**config.mk**
```make
export PLATFORM = sky130hd
export DESIGN_NAME = ms_timer_callback_table_unit
export DESIGN_NICKNAME = d
export VERILOG_FILES = /design/src/hw/rtl/ms_tmr_pkg.sv /design/src/hw/rtl/ms_timer_callback_table_unit.sv /design/src/hw/rtl/ms_tmr_ram.sv /design/src/hw/rtl/ms_tmr_alu.sv
export VERILOG_INCLUDE_DIRS = /design/src /design/src/hw/rtl
export SDC_FILE = /design/constraint.sdc
export NUM_CORES = 1
export LEC_CHECK = 0
export CAP_MARGIN = 20
export CORE_UTILIZATION = 63
export DETAILED_ROUTE_END_ITERATION = 10
export DONT_BUFFER_PORTS = 1
export GPL_ROUTABILITY_DRIVEN = 0
export GPL_TIMING_DRIVEN = 0
export PLACE_DENSITY = 0.81
export SYNTH_ARGS = -nofsm -noshare
export SYNTH_HDL_FRONTEND = slang
export SYNTH_SLANG_ARGS = --single-unit
```
**constraint.sdc**
```tcl
create_clock -name i_clk -period 7.5 [get_ports i_clk]
set_input_delay 0.75 -clock i_clk [delete_from_list [all_inputs] [get_ports i_clk]]
set_output_delay 0.75 -clock i_clk [all_outputs]
set_load 0.02 [all_outputs]
```
**src/hw/rtl/ms_timer_callback_table_unit_defines.svh**
```systemverilog
// Assertion macros shared by the timer table RTL.
`ifndef MS_TIMER_CALLBACK_TABLE_UNIT_DEFINES_SVH
`define MS_TIMER_CALLBACK_TABLE_UNIT_DEFINES_SVH

// Same-cycle implication, checked on i_clk and disabled while i_rst_n is low.
`define MS_TMR_ASSERT_IMP(lbl, ante, cons, msg) \
    lbl: assert property (@(posedge i_clk) disable iff (!i_rst_n) (ante) |-> (cons)) \
        else $error(msg);

// Next-cycle implication, checked on i_clk and disabled while i_rst_n is low.
`define MS_TMR_ASSERT_NXT(lbl, ante, cons, msg) \
    lbl: assert property (@(posedge i_clk) disable iff (!i_rst_n) (ante) |=> (cons)) \
        else $error(msg);

`endif

```
**src/hw/rtl/ms_tmr_pkg.sv**
```systemverilog
// Types and constants for the millisecond timer callback table.
package ms_tmr_pkg;

    localparam int ID_W      = 8;
    localparam int PER_W     = 16;
    localparam int TIME_W    = 32;
    localparam int SLOT_W    = 3;
    localparam int MAX_FIRES = 8;
    localparam int FCNT_W    = 4;

    typedef enum logic [1:0] {
        OP_TICK       = 2'd0,
        OP_START_CONT = 2'd1,
        OP_START_ONE  = 2'd2,
        OP_HALT       = 2'd3
    } t_op;

    typedef enum logic [1:0] {
        KIND_START_ACK = 2'd0,
        KIND_HALT_ACK  = 2'd1,
        KIND_FIRED     = 2'd2,
        KIND_NONE      = 2'd3
    } t_kind;

    // One table entry as held in the slot memory.
    typedef struct packed {
        logic [ID_W-1:0]   id;
        logic [PER_W-1:0]  period;
        logic [TIME_W-1:0] due;
    } t_slot_word;

    localparam int WORD_W = $bits(t_slot_word);

    typedef struct packed {
        logic [TIME_W-1:0] add_a;
        logic [PER_W-1:0]  add_b;
        logic [TIME_W-1:0] cmp_a;
        logic [TIME_W-1:0] cmp_b;
    } t_alu_in;

    typedef struct packed {
        logic [TIME_W-1:0] sum;
        logic              le;
    } t_alu_out;

endpackage

```
**src/hw/rtl/ms_timer_callback_table_unit.sv**
```systemverilog
// Top level of the millisecond timer callback table.
// Usage: one input channel (i_in_valid / o_in_stall) carries items with an op,
// a callback id and a period. One output channel (o_out_valid / i_out_stall)
// carries result items; o_last marks the final result of each input item.
// A start takes the lowest free slot and answers with one ack (status 1 when
// the table is full). A halt frees every slot with the given id and answers
// with one ack. A tick advances the millisecond time by one and then walks the
// table, giving one fired result per due slot (at most eight are reported) or
// a single "nothing fired" result.
// Timing: the block works on one item at a time and holds o_in_stall high
// from the cycle after acceptance until the item's final result is loaded
// into the output register, for longer when the output stalls; the next item
// can be taken in the cycle after that. The slot memory has a single read
// port and is walked one slot per cycle through the shared adder/comparator
// unless the walk pauses as below. The output register lets a new item be
// accepted while the last result of the previous item still waits. When the
// receiver stalls, the output register holds its result and the walk pauses
// at a reported fire while an earlier fire is still held. Reset (synchronous,
// active low) sets the time to zero, marks every slot free and empties the
// output register.
`include "ms_timer_callback_table_unit_defines.svh"

module ms_timer_callback_table_unit #(
    parameter int SLOTS = 8
) (
    input  logic        i_clk,
    input  logic        i_rst_n,
    input  logic        i_in_valid,
    output logic        o_in_stall,
    input  logic [1:0]  i_op,
    input  logic [7:0]  i_callback_id,
    input  logic [15:0] i_period_ms,
    output logic        o_out_valid,
    input  logic        i_out_stall,
    output logic [1:0]  o_kind,
    output logic        o_status,
    output logic [2:0]  o_slot,
    output logic [7:0]  o_fired_id,
    output logic [31:0] o_time_ms,
    output logic        o_last
);

    localparam int IDX_W = (SLOTS > 1) ? $clog2(SLOTS) : 1;
    localparam int CNT_W = $clog2(SLOTS + 1);
    localparam int ID_W  = ms_tmr_pkg::ID_W;
    localparam int PER_W = ms_tmr_pkg::PER_W;
    localparam int TM_W  = ms_tmr_pkg::TIME_W;
    localparam int SL_W  = ms_tmr_pkg::SLOT_W;
    localparam int FC_W  = ms_tmr_pkg::FCNT_W;

    typedef enum logic [1:0] {
        S_IDLE,
        S_SCAN,
        S_FIN
    } t_state;

    // Control state.
    t_state            r_state,    n_state;
    logic [TM_W-1:0]   r_now,      n_now;
    logic [SLOTS-1:0]  r_valid,    n_valid;
    logic [CNT_W-1:0]  r_rd_idx,   n_rd_idx;
    logic              r_chk_vld,  n_chk_vld;
    logic [FC_W-1:0]   r_fcnt,     n_fcnt;
    logic              r_pend_vld, n_pend_vld;
    logic              r_out_vld,  n_out_vld;

    // Payload registers.
    ms_tmr_pkg::t_op   r_op,       n_op;
    logic [ID_W-1:0]   r_id,       n_id;
    logic [PER_W-1:0]  r_per,      n_per;
    logic [IDX_W-1:0]  r_chk_idx,  n_chk_idx;
    ms_tmr_pkg::t_kind r_pend_kind, n_pend_kind;
    logic              r_pend_status, n_pend_status;
    logic [SL_W-1:0]   r_pend_slot, n_pend_slot;
    logic [ID_W-1:0]   r_pend_id,  n_pend_id;
    ms_tmr_pkg::t_kind r_out_kind, n_out_kind;
    logic              r_out_status, n_out_status;
    logic [SL_W-1:0]   r_out_slot, n_out_slot;
    logic [ID_W-1:0]   r_out_id,   n_out_id;
    logic [TM_W-1:0]   r_out_time, n_out_time;
    logic              r_out_last, n_out_last;

    // Slot memory and shared arithmetic.
    logic                   w_wr_en;
    logic [IDX_W-1:0]       w_wr_addr;
    ms_tmr_pkg::t_slot_word w_wr_word;
    logic                   w_rd_en;
    logic [IDX_W-1:0]       w_rd_addr;
    ms_tmr_pkg::t_slot_word w_rd_word;
    ms_tmr_pkg::t_alu_in    w_alu_in;
    ms_tmr_pkg::t_alu_out   w_alu_out;

    logic                   w_in_acc;
    logic                   w_out_busy;
    logic                   w_is_start;
    logic                   w_hit;
    logic                   w_report;
    logic                   w_adv;
    logic [IDX_W-1:0]       w_scan_idx;
    logic [IDX_W+SL_W-1:0]  w_scan_ext;
    logic [IDX_W+SL_W-1:0]  w_chk_ext;

    ms_tmr_ram #(
        .WIDTH (ms_tmr_pkg::WORD_W),
        .DEPTH (SLOTS)
    ) u_slot_ram (
        .i_clk     (i_clk),
        .i_wr_en   (w_wr_en),
        .i_wr_addr (w_wr_addr),
        .i_wr_data (w_wr_word),
        .i_rd_en   (w_rd_en),
        .i_rd_addr (w_rd_addr),
        .o_rd_data (w_rd_word)
    );

    ms_tmr_alu u_alu (
        .i_req (w_alu_in),
        .o_res (w_alu_out)
    );

    assign o_in_stall = (r_state != S_IDLE);
    assign w_in_acc   = i_in_valid && !o_in_stall;
    assign w_out_busy = r_out_vld && i_out_stall;
    assign w_is_start = (r_op == ms_tmr_pkg::OP_START_CONT) ||
                        (r_op == ms_tmr_pkg::OP_START_ONE);

    assign w_scan_idx = r_rd_idx[IDX_W-1:0];
    assign w_scan_ext = {{SL_W{1'b0}}, w_scan_idx};
    assign w_chk_ext  = {{SL_W{1'b0}}, r_chk_idx};

    // A start adds the delay to the current time; a walk adds a slot's period
    // to its due time. The compare always checks the slot just read.
    always_comb begin
        w_alu_in.add_a = w_is_start ? r_now : w_rd_word.due;
        w_alu_in.add_b = w_is_start ? r_per : w_rd_word.period;
        w_alu_in.cmp_a = w_rd_word.due;
        w_alu_in.cmp_b = r_now;
    end

    assign w_hit    = r_chk_vld && r_valid[r_chk_idx] && w_alu_out.le;
    assign w_report = w_hit && (r_fcnt < FC_W'(ms_tmr_pkg::MAX_FIRES));
    // The walk pauses only when a second fire must push the held one out
    // while the output register is still occupied.
    assign w_adv    = !(w_report && r_pend_vld && w_out_busy);

    always_comb begin
        n_state       = r_state;
        n_now         = r_now;
        n_valid       = r_valid;
        n_rd_idx      = r_rd_idx;
        n_chk_vld     = r_chk_vld;
        n_chk_idx     = r_chk_idx;
        n_fcnt        = r_fcnt;
        n_pend_vld    = r_pend_vld;
        n_op          = r_op;
        n_id          = r_id;
        n_per         = r_per;
        n_pend_kind   = r_pend_kind;
        n_pend_status = r_pend_status;
        n_pend_slot   = r_pend_slot;
        n_pend_id     = r_pend_id;
        n_out_vld     = r_out_vld;
        n_out_kind    = r_out_kind;
        n_out_status  = r_out_status;
        n_out_slot    = r_out_slot;
        n_out_id      = r_out_id;
        n_out_time    = r_out_time;
        n_out_last    = r_out_last;
        w_wr_en       = 1'b0;
        w_wr_addr     = r_chk_idx;
        w_wr_word     = w_rd_word;
        w_rd_en       = 1'b0;
        w_rd_addr     = w_scan_idx;

        if (r_out_vld && !i_out_stall) begin
            n_out_vld = 1'b0;
        end

        unique case (r_state)
            S_IDLE: begin
                if (w_in_acc) begin
                    n_op       = ms_tmr_pkg::t_op'(i_op);
                    n_id       = i_callback_id;
                    n_per      = i_period_ms;
                    n_rd_idx   = '0;
                    n_chk_vld  = 1'b0;
                    n_fcnt     = '0;
                    n_pend_vld = 1'b0;
                    n_state    = S_SCAN;
                    if (ms_tmr_pkg::t_op'(i_op) == ms_tmr_pkg::OP_TICK) begin
                        n_now = r_now + TM_W'(1);
                    end
                end
            end

            S_SCAN: begin
                if (w_is_start) begin
                    // Look for the lowest free slot, one per cycle.
                    if (!r_valid[w_scan_idx]) begin
                        w_wr_en          = 1'b1;
                        w_wr_addr        = w_scan_idx;
                        w_wr_word.id     = r_id;
                        w_wr_word.period = (r_op == ms_tmr_pkg::OP_START_CONT) ?
                                           r_per : '0;
                        w_wr_word.due    = w_alu_out.sum;
                        n_valid[w_scan_idx] = 1'b1;
                        n_pend_kind   = ms_tmr_pkg::KIND_START_ACK;
                        n_pend_status = 1'b0;
                        n_pend_slot   = w_scan_ext[SL_W-1:0];
                        n_pend_id     = '0;
                        n_state       = S_FIN;
                    end else if (r_rd_idx == CNT_W'(SLOTS - 1)) begin
                        n_pend_kind   = ms_tmr_pkg::KIND_START_ACK;
                        n_pend_status = 1'b1;
                        n_pend_slot   = '0;
                        n_pend_id     = '0;
                        n_state       = S_FIN;
                    end else begin
                        n_rd_idx = r_rd_idx + CNT_W'(1);
                    end
                end else if (w_adv) begin
                    // Read stage runs one slot ahead of the check stage.
                    w_rd_en   = (r_rd_idx < CNT_W'(SLOTS));
                    n_chk_vld = w_rd_en;
                    n_chk_idx = w_scan_idx;
                    if (w_rd_en) begin
                        n_rd_idx = r_rd_idx + CNT_W'(1);
                    end

                    if (r_chk_vld) begin
                        if (r_op == ms_tmr_pkg::OP_HALT) begin
                            if (r_valid[r_chk_idx] && (w_rd_word.id == r_id)) begin
                                n_valid[r_chk_idx] = 1'b0;
                            end
                        end else if (w_hit) begin
                            if (w_rd_word.period == '0) begin
                                n_valid[r_chk_idx] = 1'b0;
                            end else begin
                                w_wr_en       = 1'b1;
                                w_wr_addr     = r_chk_idx;
                                w_wr_word.due = w_alu_out.sum;
                            end
                            if (w_report) begin
                                // The held fire is not the last one; send it on.
                                if (r_pend_vld) begin
                                    n_out_vld    = 1'b1;
                                    n_out_kind   = r_pend_kind;
                                    n_out_status = r_pend_status;
                                    n_out_slot   = r_pend_slot;
                                    n_out_id     = r_pend_id;
                                    n_out_time   = r_now;
                                    n_out_last   = 1'b0;
                                end
                                n_pend_vld    = 1'b1;
                                n_pend_kind   = ms_tmr_pkg::KIND_FIRED;
                                n_pend_status = 1'b0;
                                n_pend_slot   = w_chk_ext[SL_W-1:0];
                                n_pend_id     = w_rd_word.id;
                                n_fcnt        = r_fcnt + FC_W'(1);
                            end
                        end
                    end

                    if (!w_rd_en && !r_chk_vld) begin
                        n_state = S_FIN;
                    end
                end
            end

            S_FIN: begin
                if (!w_out_busy) begin
                    n_out_vld  = 1'b1;
                    n_out_time = r_now;
                    n_out_last = 1'b1;
                    if (r_op == ms_tmr_pkg::OP_HALT) begin
                        n_out_kind   = ms_tmr_pkg::KIND_HALT_ACK;
                        n_out_status = 1'b0;
                        n_out_slot   = '0;
                        n_out_id     = '0;
                    end else if (w_is_start || r_pend_vld) begin
                        n_out_kind   = r_pend_kind;
                        n_out_status = r_pend_status;
                        n_out_slot   = r_pend_slot;
                        n_out_id     = r_pend_id;
                    end else begin
                        n_out_kind   = ms_tmr_pkg::KIND_NONE;
                        n_out_status = 1'b0;
                        n_out_slot   = '0;
                        n_out_id     = '0;
                    end
                    n_pend_vld = 1'b0;
                    n_state    = S_IDLE;
                end
            end

            default: begin
                n_state = S_IDLE;
            end
        endcase
    end

    always_ff @(posedge i_clk) begin
        if (!i_rst_n) begin
            r_state    <= S_IDLE;
            r_now      <= '0;
            r_valid    <= '0;
            r_rd_idx   <= '0;
            r_chk_vld  <= 1'b0;
            r_fcnt     <= '0;
            r_pend_vld <= 1'b0;
            r_out_vld  <= 1'b0;
        end else begin
            r_state    <= n_state;
            r_now      <= n_now;
            r_valid    <= n_valid;
            r_rd_idx   <= n_rd_idx;
            r_chk_vld  <= n_chk_vld;
            r_fcnt     <= n_fcnt;
            r_pend_vld <= n_pend_vld;
            r_out_vld  <= n_out_vld;
        end
        r_op          <= n_op;
        r_id          <= n_id;
        r_per         <= n_per;
        r_chk_idx     <= n_chk_idx;
        r_pend_kind   <= n_pend_kind;
        r_pend_status <= n_pend_status;
        r_pend_slot   <= n_pend_slot;
        r_pend_id     <= n_pend_id;
        r_out_kind    <= n_out_kind;
        r_out_status  <= n_out_status;
        r_out_slot    <= n_out_slot;
        r_out_id      <= n_out_id;
        r_out_time    <= n_out_time;
        r_out_last    <= n_out_last;
    end

    assign o_out_valid = r_out_vld;
    assign o_kind      = r_out_kind;
    assign o_status    = r_out_status;
    assign o_slot      = r_out_slot;
    assign o_fired_id  = r_out_id;
    assign o_time_ms   = r_out_time;
    assign o_last      = r_out_last;

    `MS_TMR_ASSERT_NXT(a_tick_advances_time, w_in_acc && (i_op == ms_tmr_pkg::OP_TICK), r_now == $past(r_now) + 32'd1, "tick did not advance the time by one")
    `MS_TMR_ASSERT_IMP(a_fire_count_bound, 1'b1, r_fcnt <= FC_W'(ms_tmr_pkg::MAX_FIRES), "reported fire count exceeds its limit")
    `MS_TMR_ASSERT_IMP(a_idle_pipe_empty, r_state == S_IDLE, !r_chk_vld, "check stage busy while idle")
    `MS_TMR_ASSERT_IMP(a_status_start_only, o_out_valid && (o_kind != ms_tmr_pkg::KIND_START_ACK), !o_status, "full status on a result that is not a start ack")

endmodule

```
**src/hw/rtl/ms_tmr_ram.sv**
```systemverilog
// Generic single-write, single-read RAM with registered read data.
module ms_tmr_ram #(
    parameter  int WIDTH  = 56,
    parameter  int DEPTH  = 8,
    localparam int ADDR_W = (DEPTH > 1) ? $clog2(DEPTH) : 1
) (
    input  logic              i_clk,
    input  logic              i_wr_en,
    input  logic [ADDR_W-1:0] i_wr_addr,
    input  logic [WIDTH-1:0]  i_wr_data,
    input  logic              i_rd_en,
    input  logic [ADDR_W-1:0] i_rd_addr,
    output logic [WIDTH-1:0]  o_rd_data
);

    logic [WIDTH-1:0] r_mem [DEPTH];
    logic [WIDTH-1:0] r_rd_data;

    always_ff @(posedge i_clk) begin
        if (i_wr_en) begin
            r_mem[i_wr_addr] <= i_wr_data;
        end
        if (i_rd_en) begin
            r_rd_data <= r_mem[i_rd_addr];
        end
    end

    assign o_rd_data = r_rd_data;

endmodule

```
**src/hw/rtl/ms_tmr_alu.sv**
```systemverilog
// Shared due-time adder and unsigned due-versus-now comparator.
module ms_tmr_alu (
    input  ms_tmr_pkg::t_alu_in  i_req,
    output ms_tmr_pkg::t_alu_out o_res
);

    // The period is zero-extended; the sum wraps modulo 2^32.
    assign o_res.sum = i_req.add_a
                     + {{(ms_tmr_pkg::TIME_W - ms_tmr_pkg::PER_W){1'b0}}, i_req.add_b};
    assign o_res.le  = (i_req.cmp_a <= i_req.cmp_b);

endmodule
```
# Yosys cells after proc, flatten, opt, wreduce, memory -nomap -nowiden
# Memories as Yosys holds them, arrays and structs flattened. A register that Yosys moved wholly into a read port is not among the register bits.
# Index checks and enable logic that the tools add are counted.
# W data, S select, Z words.
[totals] regBits=143 mem_bits_rw=448 inputBits=30 out_inout_bits=49 elab_cells=289 n_memories=1
[mem_list] name="u_slot_ram.r_mem" words=8 word_bits=56 read_ports=1 rd_clocked_by_memory_dff=1 wr=1 line_no="ms_tmr_ram.sv:16" text="logic [WIDTH-1:0] r_mem [DEPTH];"
[op_classes] add_sub_neg=4 order_cmp=7 eq_ne=27 muxes=182 bitwise_logic=5 n_reduce_logical=41
[op_table] op="$mux W32" count=15
[op_table] op="$mux W8" count=26
[op_table] op="$mux W56" count=2
[op_table] op="$pmux W32 S2" count=1
[op_table] op="$mux W3" count=21
[op_table] op="$mux W1" count=62
[op_table] op="$mux W2" count=25
[op_table] op="$mux W4" count=12
[op_table] op="$add A32 B1 Y32 const B" count=1
[op_table] op="$add A32 B16 Y32" count=1
[op_table] op="$le A32 B32 Y1" count=1
[op_table] op="$mux W16" count=2
[op_table] op="$mux W24" count=1
[op_table] op="$ne A2 B2 Y1 const B" count=12
[op_table] op="$ne A3 B3 Y1 const B" count=6
[op_table] op="$reduce_and A9 Y1" count=2
[op_table] op="$logic_not A16 Y1" count=1
[op_table] op="$pmux W4 S2" count=2
[op_table] op="$pmux W8 S2" count=1
[op_table] op="$reduce_and A7 Y1" count=2
[op_table] op="$logic_and A1 B1 Y1" count=12
[op_table] op="$reduce_bool A2 Y1" count=6
[op_table] op="$reduce_bool A3 Y1" count=3
[op_table] op="$add A4 B1 Y4 const B" count=2
[op_table] op="29 further kinds" count=47

# Logic depth before layout (Yosys ltp)
[logic_depth] depth_word=12 mapped_depth=18 mapped_depth_nobuf=13

# Cells and area by module
# Synthesis repeated with hierarchy kept, for this count alone.
[hier_totals] hier_cells=1640 area_unflattened_um2=27757.9
[modules_own_cells] module="ms_tmr_ram" instances=1 cells_per_inst=716 area_per_inst_um2=18535.3 seq_area_each_um2=15134.5
[modules_own_cells] module="ms_timer_callback_table_unit" instances=1 cells_per_inst=661 area_per_inst_um2=7324.5 seq_area_each_um2=3733.6
[modules_own_cells] module="ms_tmr_alu" instances=1 cells_per_inst=263 area_per_inst_um2=1898.1 seq_area_each_um2=0.0

# Least setup slack after synthesis
# No wires, ideal clock.
[synth_path] path_type="reg-to-reg" start="reg r_now[23]" end="reg r_out_id[0] (netlist: o_fired_id[0]) (enable)" setup_ns=0.522 arrival_time_ns=5.555 t_required_ns=6.978 slack_ns=1.423 path_stages_with_launch=11 n_path_buf=1 period_less_slack_ns=6.077 cell_sequence="dfxtp_1 clkbuf_1 inv_1 ha_1 nand4_1 nor3_1 a221oi_1 o211a_1 o211a_4 a31oi_1 a211oi_1"
[synth_via] elab_chain_len=7 word_cells_on_any_way=9 cone_classes="1 x order compare; 3 x eq/ne; 5 x reduce/logical"
[synth_rtl] element="start: declaration" line_no="ms_timer_callback_table_unit.sv:59" text="logic [TM_W-1:0] r_now, n_now;"
[synth_rtl] element="start signal: assignment" line_no="ms_timer_callback_table_unit.sv:314" text="r_now <= n_now;"
[synth_rtl] element="$le A32 B32 Y1 (*)" line_no="ms_tmr_alu.sv:10" text="assign o_res.le = (i_req.cmp_a <= i_req.cmp_b);"
[synth_rtl] element="$logic_and A1 B1 Y1 (*)" line_no="ms_timer_callback_table_unit.sv:140" text="assign w_hit = r_chk_vld && r_valid[r_chk_idx] && w_alu_out.le;"
[synth_rtl] element="$logic_and A1 B1 Y1" line_no="ms_timer_callback_table_unit.sv:141" text="assign w_report = w_hit && (r_fcnt < FC_W'(ms_tmr_pkg::MAX_FIRES));"
[synth_rtl] element="$logic_and A1 B1 Y1 (2 in a row)" line_no="ms_timer_callback_table_unit.sv:144" text="assign w_adv = !(w_report && r_pend_vld && w_out_busy);"
[synth_rtl] element="$ne A2 B2 Y1 (no source line)"
[synth_rtl] element="$reduce_and A9 Y1 (no source line) (*)"
[synth_rtl] element="end signal: assignment" line_no="ms_timer_callback_table_unit.sv:333" text="r_out_id <= n_out_id;"
[synth_rtl] element="end: declaration" line_no="ms_timer_callback_table_unit.sv:79" text="logic [ID_W-1:0] r_out_id, n_out_id;"
# Every way passes the cells marked *; elsewhere a longest branch is shown, timed or not.
# A chain may end at the register's enable or synchronous reset.

# Final worst setup path
[layout_path] start="reg r_op[0]" end="mem u_slot_ram.r_mem[5][27], data pin"
[layout_via] elab_chain_len=11 word_cells_on_any_way=15 cone_classes="1 x add/sub; 3 x eq/ne; 10 x mux; 1 x reduce/logical"
[layout_rtl] element="start: declaration" line_no="ms_timer_callback_table_unit.sv:68" text="ms_tmr_pkg::t_op r_op, n_op;"
[layout_rtl] element="start signal: assignment" line_no="ms_timer_callback_table_unit.sv:322" text="r_op <= n_op;"
[layout_rtl] element="$eq A2 B1 Y1 or $eq A2 B2 Y1 (tied branches)" line_no="ms_timer_callback_table_unit.sv:124, ms_timer_callback_table_unit.sv:125"
[layout_rtl] element="$logic_or A1 B1 Y1" line_no="ms_timer_callback_table_unit.sv:124" text="assign w_is_start = (r_op == ms_tmr_pkg::OP_START_CONT) ||"
[layout_rtl] element="$mux W32 or $mux W16 (tied branches)" line_no="ms_timer_callback_table_unit.sv:134, ms_timer_callback_table_unit.sv:135"
[layout_rtl] element="$add A32 B16 Y32" line_no="ms_tmr_alu.sv:9" text="+ {{(ms_tmr_pkg::TIME_W - ms_tmr_pkg::PER_W){1'b0}}, i_req.add_b};"
[layout_rtl] element="$mux W32" line_no="ms_timer_callback_table_unit.sv:236" text="if (w_rd_word.period == '0) begin"
[layout_rtl] element="$mux W32" line_no="ms_timer_callback_table_unit.sv:235" text="end else if (w_hit) begin"
[layout_rtl] element="$mux W32" line_no="ms_timer_callback_table_unit.sv:231" text="if (r_op == ms_tmr_pkg::OP_HALT) begin"
[layout_rtl] element="$mux W32" line_no="ms_timer_callback_table_unit.sv:230" text="if (r_chk_vld) begin"
[layout_rtl] element="$mux W32" line_no="ms_timer_callback_table_unit.sv:221" text="end else if (w_adv) begin"
[layout_rtl] element="$mux W32 (*)" line_no="ms_timer_callback_table_unit.sv:197" text="if (w_is_start) begin"
[layout_rtl] element="$mux W56 (*)" line_no="ms_timer_callback_table_unit.sv:179" text="unique case (r_state)"
[layout_rtl] element="net u_slot_ram.i_wr_data[27]" line_no="ms_tmr_ram.sv:10" text="input logic [WIDTH-1:0] i_wr_data,"
[layout_rtl] element="end: declaration" line_no="ms_tmr_ram.sv:16"
# The timed path passes the listed nets; every way through them passes the cells marked *.

==> flow_summary_export.csv <==
group,metric,value,unit
outcome,outcome,"completed",
yosys,synth.net_count,2014,
route,wl_per_cell,28.7,um
yosys,synth_area_leaders,"edfxtp_1, dfxtp_1, a22oi_1",
power_and_ir_drop,p_leak,10.0,nW
setup_path,cp_data_arrival_time,7.26,ns
timing,rsz0062_at_grt,"false",
yosys,yosys.area_share.simple,0.0903,
setup_path,required,7.79,ns
global_routing,grt_use_total,0.344,
yosys,synth_top_family_by_area,"compound AO/OA/AOI/OAI gates",
clocking,root_buffer,"clkbuf_16",
yosys,synth_compound_area_frac,0.124,
finish,drive_gt1_frac,0.0912,
clocking,path_clk_slew,0.07,ns
yosys,async_flop_share,0,
clocking,htree_num_levels,2,
finish,final_nets,2101,
timing,clock.fmax,0.143,GHz
yosys,syn_inst,1926,
timing,timing.hold.ws,0.186,ns
place,port_buffers,0,
timing,hold_viol,0,
yosys,ys_seq_elements,646,
clocking,post-cts-setup-buffers,0,
clocking,clock_latency,0.66,ns
timing,worstMarginPinSlew,1.24,ns
setup_path,critical_path_class,"flop to flop",
floorplanning,core,42200,sq um
floorplanning,start_util,0.642,
place,place_inst,2489,
yosys,synthXorXnorAreaFrac,0.0187,
run,drv_cap,0,
yosys,ys_seq_area_frac,0.696,
finish,seqCellArea,18900,sq um
floorplanning,die_area,43800,sq um
yosys,synth-edff-count,593,
place,post_dp_cell_area,28300,sq um
yosys,yosys_warnings,0,
route,routed_wirelength,74.7,mm
timing,post-route-min-period,6.97,ns
clocking,clockBufferDepth,3,
yosys,synthFlopType,"edfxtp_1",
setup_path,critPathMaxFanout,10,
clocking,cts_tree,"done",
route,drc,0,
finish,mostFrequentLayoutCells,"edfxtp_1, nand2_1, a22oi_1, clkbuf_1, a21oi_1",
global_routing,antenna_found_initial,2,
timing,clock-skew-final,0.0556,ns
floorplanning,rows,75,
finish,fin_util,0.719,
yosys,synth_area_per_cell,14.1,sq um
place,dp_hpwl,49.9,mm
yosys,synthAdderAreaFrac,0.0271,
route,first_pass_iters,5,
setup_path,worstSetupStartpointType,"flop",
finish,final_cells,2602,
worst_hold_path,min_path_type,"input pin to flop",
timing,setup_viol,0,
yosys,synth_top_area_share,0.657,
floorplanning,fp.dieH,209,um
setup_path,end_kind,"flop",
finish,nFillCells,2539,
route,final_antenna_net_count,0,
finish,stdcell_area,30400,sq um
clocking,cts_sinks,646,
power_and_ir_drop,ir_drop,236,uV
yosys,synthMuxAreaShare,0.0226,
yosys,synth_area,27100,sq um
finish,multiInputGateArea,7740,sq um
route,vias,18352,
global_routing,grt_start_max_net_pins,29,
yosys,yosys.area.top_type,"edfxtp_1",
global_routing,first_global_vias,17555,
clocking,cts_buffers,59,
global_routing,overflow,0,
clocking,postCtsHoldBufs,0,
timing,min_period_over_period,0.930,
timing,slew_viol_final,0,
global_routing,grt_first_pass_wirelength,110,mm
power_and_ir_drop,power_density,336,nW/um^2
timing,maxSlewHeadroom,0.172,
floorplanning,ioPinCount,79,
yosys,yosysUniqueCellTypes,85,
route,viasPerCell,7.05,
finish,area_growth_syn_to_layout,12.1,%
floorplanning,die_width,209,um
clocking,post_cts_resized,0,
route,first_iter_violations,3354,
finish,final_common_cell,"edfxtp_1",
worst paths after layout:
kind / slack, ns / endpoint / start / cells past startpoint
worst max-delay path: 0.53 / u_slot_ram.r_mem[5][27] / r_op[0] / 16
worst min-delay path: 0.19 / r_id[1] / i_callback_id[1] / 0
worst max register to register: 0.53 / u_slot_ram.r_mem[5][27] / r_op[0] / 16
worst min register to register: 0.48 / o_time_ms[13] / r_now[13] / 0
metrics by stage:
stage          total power, mW  TNS [ns]  setup WS (ns)
3_3_place_gp              6.90   -113.28         -0.440
3_5_place_dp              7.04         0          0.941
2_1_floorplan             6.21         0           1.42
4_1_cts                   10.1         0          0.879
5_1_grt                   10.5         0          0.257
6_report                  10.2         0          0.526
power breakdown:
| group | total [mW] | internal (mW) | switching [mW] |
|---|---|---|---|
| registers | 4.86 | 4.60 | 0.254 |
| clock network | 3.10 | 1.77 | 1.34 |
| logic | 2.24 | 0.639 | 1.60 |
| total | 10.2 | 7.01 | 3.19 |
cell usage after synthesis, types with 18 or more instances:
cell,number
a221oi_1,36
nor2_1,77
nor3_1,22
xnor2_1,40
mux2_2,29
clkbuf_1,76
ha_1,57
inv_1,49
nand4_1,37
dfxtp_1,53
nand2_1,178
xor2_1,18
a21oi_1,80
o21ai_0,67
nand3_1,66
a22oi_1,129
mux2i_1,21
and2_1,60
a22o_1,27
edfxtp_1,593
registers in the layout, indices dropped and copies added, names as in the netlist, 2 cells and up:
signal,cells
o_fired_id,8
o_kind,2
o_slot,3
o_time_ms,32
r_chk_idx,3
r_fcnt,4
r_id,8
r_now,32
r_op,2
r_pend_id,8
r_pend_slot,3
r_per,16
r_rd_idx,4
r_state,2
r_valid,8
u_slot_ram.o_rd_data,56
u_slot_ram.r_mem,448
critical path, stage by stage (launching register included):
cell and delay (ns):
edfxtp_1 0.41, ha_1 0.43, buf_2 0.30, buf_2 0.29
buf_2 0.27, clkbuf_1 0.49, buf_1 0.66, mux2_2 0.48
ha_1 0.40, nand4_1 0.16, nor3_1 0.37, o21ai_0 0.26
a21boi_1 0.45, o211ai_1 0.20, or3_1 0.38, a21oi_1 0.16
a2bb2oi_1 0.87
cells by family after synthesis:
group / count (synthesis)
multiplexers: 53
adder cells (fa/ha/maj): 58
AO/OA/AOI/OAI: 463
AND/OR/NAND/NOR: 500
buffers and inverters: 148
flip-flops: 646
XOR/XNOR: 58
layout make-up:
| type | instances | area share |
|---|---|---|
| Clock buffer | 72 | 0.0526 |
| Multi-Input combinational cell | 1132 | 0.255 |
| Clock inverter | 38 | 0.0138 |
| Inverter | 50 | 0.00618 |
| Sequential cell | 646 | 0.621 |
| Tap cell | 539 | 0.0222 |
| Antenna cell | 1 | 0.0000824 |
| Buffer | 98 | 0.0131 |
| Timing Repair Buffer | 26 | 0.0163 |
per-layer routing:
metal / routed length (um) / share of wire / track usage
met1: 26300 / 0.35 / 0.454
met2: 33500 / 0.45 / 0.527
met3: 10300 / 0.14 / 0.0863
met4: 4620 / 0.062 / 0.190
met5: 0 / 0 / 0
Note: power is estimated with default switching activity, not from simulation.
